**src/rtl/assert_macros.svh**
```systemverilog
// -----------------------------------------------------------------------------
// Assertion macros
// Shared concurrent assertion forms for the 3D LUT interpolator RTL.
// -----------------------------------------------------------------------------
`ifndef ASSERT_MACROS_SVH
`define ASSERT_MACROS_SVH
`ifndef NO_ASSERTIONS
`define ASSERT_IMPLY(label, clk, rst, ante, cons) \
   label: assert property (@(posedge clk) disable iff (rst) (ante) |-> (cons)) \
      else $error("same-cycle implication failed");
`define ASSERT_NEXT(label, clk, rst, ante, cons) \
   label: assert property (@(posedge clk) disable iff (rst) (ante) |=> (cons)) \
      else $error("next-cycle implication failed");
`else
`define ASSERT_IMPLY(label, clk, rst, ante, cons)
`define ASSERT_NEXT(label, clk, rst, ante, cons)
`endif
`endif

```
**src/rtl/lti_coord.sv**
```systemverilog
// -----------------------------------------------------------------------------
// lti_coord
// Three-stage offset, scale and clamp of one channel into lattice units.
// -----------------------------------------------------------------------------
`timescale 1ns / 1ps
module lti_coord #(
   parameter int CW = 6
) (
   input  logic                clock,
   input  logic [2:0]          stage_en,
   input  logic signed [31:0]  chan,
   input  logic signed [31:0]  origin,
   input  logic [31:0]         scale,
   input  logic [CW+15:0]      top,
   output logic [CW+15:0]      coord
);

   logic signed [32:0] diff_in, diff_ff;
   logic [63:0]        prod_in, prod_ff;
   logic [63:0]        raw_prod;
   logic [47:0]        q;
   logic [CW+15:0]     coord_in, coord_ff;

   assign diff_in  = {chan[31], chan} - {origin[31], origin};
   assign raw_prod = diff_ff[31:0] * scale;
   assign prod_in  = (!diff_ff[32] && (diff_ff != 33'sd0)) ? raw_prod : 64'd0;
   assign q        = prod_ff[63:16];
   assign coord_in = (q > 48'(top)) ? top : q[CW+15:0];
   assign coord    = coord_ff;

   always_ff @(posedge clock) begin
      if (stage_en[0]) begin
         diff_ff <= diff_in;
      end
      if (stage_en[1]) begin
         prod_ff <= prod_in;
      end
      if (stage_en[2]) begin
         coord_ff <= coord_in;
      end
   end

endmodule

```
**config.mk**
```make
export PLATFORM = sky130hd
export DESIGN_NAME = lti_coord
export DESIGN_NICKNAME = d
export VERILOG_FILES = /design/src/rtl/assert_macros.svh /design/src/rtl/lti_coord.sv
export SDC_FILE = /design/constraint.sdc
export NUM_CORES = 2
export LEC_CHECK = 0
export ABC_AREA = 0
export BUFFER_PORTS_ARGS = -buffer_cell sky130_fd_sc_hd__buf_2
export CAP_MARGIN = 20
export CORE_ASPECT_RATIO = 1.25
export CORE_MARGIN = 4
export CORE_UTILIZATION = 55
export DETAILED_ROUTE_END_ITERATION = 10
export GPL_TIMING_DRIVEN = 0
export PLACE_DENSITY_LB_ADDON = 0.2
export SETUP_SLACK_MARGIN = 0.3
export SYNTH_ARGS = -nofsm -noshare
export SYNTH_HDL_FRONTEND = slang
export SYNTH_SLANG_ARGS = --single-unit
```
**constraint.sdc**
```tcl
create_clock -name clock -period 9.9 [get_ports clock]
set_input_delay 1.98 -clock clock [delete_from_list [all_inputs] [get_ports clock]]
set_output_delay 1.98 -clock clock [all_outputs]
set_load 0.03 [all_outputs]
```
==> results.json <==
{
  "highest_layer": "met5",
  "r2r_setup_slack_ns": 1.01,
  "finClkSkew_ns": 0.03110,
  "grt_pass1_wl_um": 204300,
  "drc_errors": 0,
  "grt_start_max_net_pins": 49,
  "finalCritPeriodShare_pct": 95.82,
  "grt_remaining_overflow": 0,
  "stdcell_count": 5342,
  "cts_buffers": 9,
  "syn_area_um2": 39080,
  "dp_hpwl_um": 114000,
  "h-tree-depth": 3,
  "via_per_inst": 5.807,
  "synth_top_cell_by_area": "fa_1",
  "finalHoldViolCount": 0,
  "synth.avg_cell_area_um2": 9.270,
  "boundaryPins": 144,
  "cts_tree": "done",
  "synth_ff_type": "edfxtp_1",
  "drt_wl_total_um": 139500,
  "status": "finished, final reports clean",
  "maxCapViolations": 0,
  "wl_met1_um": 47590,
  "wl_met2_um": 62870,
  "nets": 5716,
  "yosysWarnings": 0,
  "async_reset_ff_share_pct": 0,
  "slowest_stage": "clkbuf_1",
  "worst_pin_slew_ns": 1.283,
  "cts_hold_buf": 0,
  "globalplace.congestion": 1.038,
  "syn2layout_area_growth_pct": 6.604,
  "pre_cts_ws_ns": -0.6978,
  "wl_per_cell_um": 26.12,
  "wl_met3_um": 12820,
  "worst_setup_path_end_kind": "flip-flop",
  "die_h_um": 306.0,
  "cts_buffer_depth": 2,
  "cpPeakStageDelay_ns": 0.85,
  "synthTopCellsByCount": "925 x inv_1, 896 x fa_1, 572 x and2_1",
  "multi_input_area_um2": 31710,
  "r2r_start": "diff_ff[15]$_DFFE_PP_",
  "drive_gt1_share_pct": 6.699,
  "r2r_cells": 26,
  "syn-instance-count": 4216,
  "initial_core_util_pct": 55.32,
  "ys_types": 66,
  "setup_viol": 0,
  "slew_viol_final": 0,
  "critical_path_class": "input port to flip-flop",
  "first_pass_iters": 6,
  "worstPathMaxFanout": 10,
  "placed_area_um2": 40990,
  "nFillCells": 6511,
  "slew_headroom_pct": 14.44,
  "synth_enable_flop_cells": 103,
  "yosys-top-cells-area": "fa_1 46%, ha_1 10%, and2_1 9.2%",
  "vias": 31020,
  "worstPathArrival_ns": 9.62,
  "clk_pin_slew_ns": 0.08,
  "ys_seq_area_share_pct": 7.914,
  "ys_ff_latch": 103,
  "critPathLaunchType": "input port",
  "groute.usage.overall_pct": 37.69,
  "root_buffer": "clkbuf_16",
  "synth_fp_nets": 5548,
  "finalCriticalPeriod_ns": 9.486,
  "hold_path.startpoint": "prod_ff[21]$_SDFFCE_PN0P_",
  "drt_iter0_drc": 2739,
  "row_count": 109,
  "crit_family": "adder cells",
  "antenna_found_initial": 17,
  "hold_class": "flip-flop to flip-flop",
  "place_inst": 5303,
  "ant_nets": 0,
  "clock_latency_ns": 0.42,
  "finalInstanceArea_um2": 41670,
  "required_ns": 10.03,
  "rsz0062_at_grt": "false",
  "holdPathEnd": "coord[5]$_DFFE_PP_",
  "yosysTopAreaCellShare_pct": 45.89,
  "max_freq_mhz": 105.4,
  "min_delay_path_depth": 1,
  "reg2reg_to": "prod_ff[57]$_SDFFCE_PN0P_",
  "die_w_um": 246.4,
  "cts.sinks": 103,
  "setup-tns-final_ns": 0,
  "critical_path.most_common_cell": "fa_1",
  "path_buf_inv": 6,
  "synth_most_common_cell": "inv_1",
  "seq_area_um2": 3093,
  "design.die.area_um2": 75420,
  "setup_slack_ns": 0.4143,
  "port_buffers": 143,
  "coreArea_um2": 70650,
  "grt_pass1_vias": 32619
}
## cells by family (layout without fill, tap and decap cells)
family | count (synthesis) | in the layout | synth area share (%)
other | 0 | 10 | 0
flip-flops | 103 | 103 | 7.914
multiplexers | 30 | 30 | 0.8420
AND/OR/NAND/NOR | 1338 | 1338 | 17.27
adder cells (fa/ha/maj) | 1210 | 1210 | 55.95
AO/OA/AOI/OAI | 319 | 319 | 5.423
XOR/XNOR | 65 | 65 | 1.457
buffers and inverters | 1151 | 1324 | 11.15
## flip-flops by register name, indices dropped and copies added (netlist names)
register  count
prod_ff      48
diff_ff      33
coord        22
## per-layer routing
metal | vias to the layer above | track usage, %
li1 | 12958 | -
met1 | 15815 | 44.30
met2 | 1661 | 58.07
met3 | 582 | 8.502
met4 | 4 | 33.05
met5 | - | 0
## layout by cell type, fill, tap and decap left out, types with 23 or more instances in the layout
master / count
o21ai_0: 48
nand2_1: 538
xor2_1: 24
clkbuf_1: 154
fa_1: 892
a21o_1: 57
and2_1: 572
xnor2_1: 41
clkbuf_2: 40
ha_1: 314
nand3_1: 25
a21oi_1: 96
nand4_1: 28
buf_2: 153
inv_1: 925
edfxtp_1: 103
mux2_2: 23
nor2_1: 100
## cell type report
cell class / instances / share of cell area [%]
antenna: 10 / 0.06006
multi-input combinational: 2962 / 76.12
tap: 943 / 2.832
buffer: 225 / 2.429
clock inverter: 7 / 0.1622
clock buffer: 9 / 0.5405
timing repair buffer: 157 / 2.093
sequential: 103 / 7.423
inverter: 926 / 8.342
## worst max-delay path by stage
stage                                     end  slack (ns)  cells after the start      start
global route        prod_ff[57]$_SDFFCE_PN0P_        0.28                     27   scale[8]
detailed placement  prod_ff[57]$_SDFFCE_PN0P_       -0.70                     28   scale[6]
global placement    prod_ff[57]$_SDFFCE_PN0P_       -0.68                     28   scale[5]
floorplan           prod_ff[57]$_SDFFCE_PN0P_        0.89                     27   scale[2]
finish              prod_ff[56]$_SDFFCE_PN0P_        0.41                     25  scale[22]
CTS                 prod_ff[57]$_SDFFCE_PN0P_        0.29                     28   scale[2]
## stage by stage
stage	utilization [%]	hold slack (ns)
3_3_place_gp	58.01	0.5744
5_1_grt	58.95	0.6220
2_1_floorplan	-	0.5505
6_report	58.98	0.6008
3_5_place_dp	58.02	0.5797
4_1_cts	58.53	0.6003
## repair_timing
action,4_1_cts,5_1_grt
buffers inserted,0,8
setup endpoints to repair,20,24
pin swaps,1,16
resized for setup,34,120
Power is not shown: default switching activity piles up to over one toggle a cycle in this logic, so the estimate is an artifact.
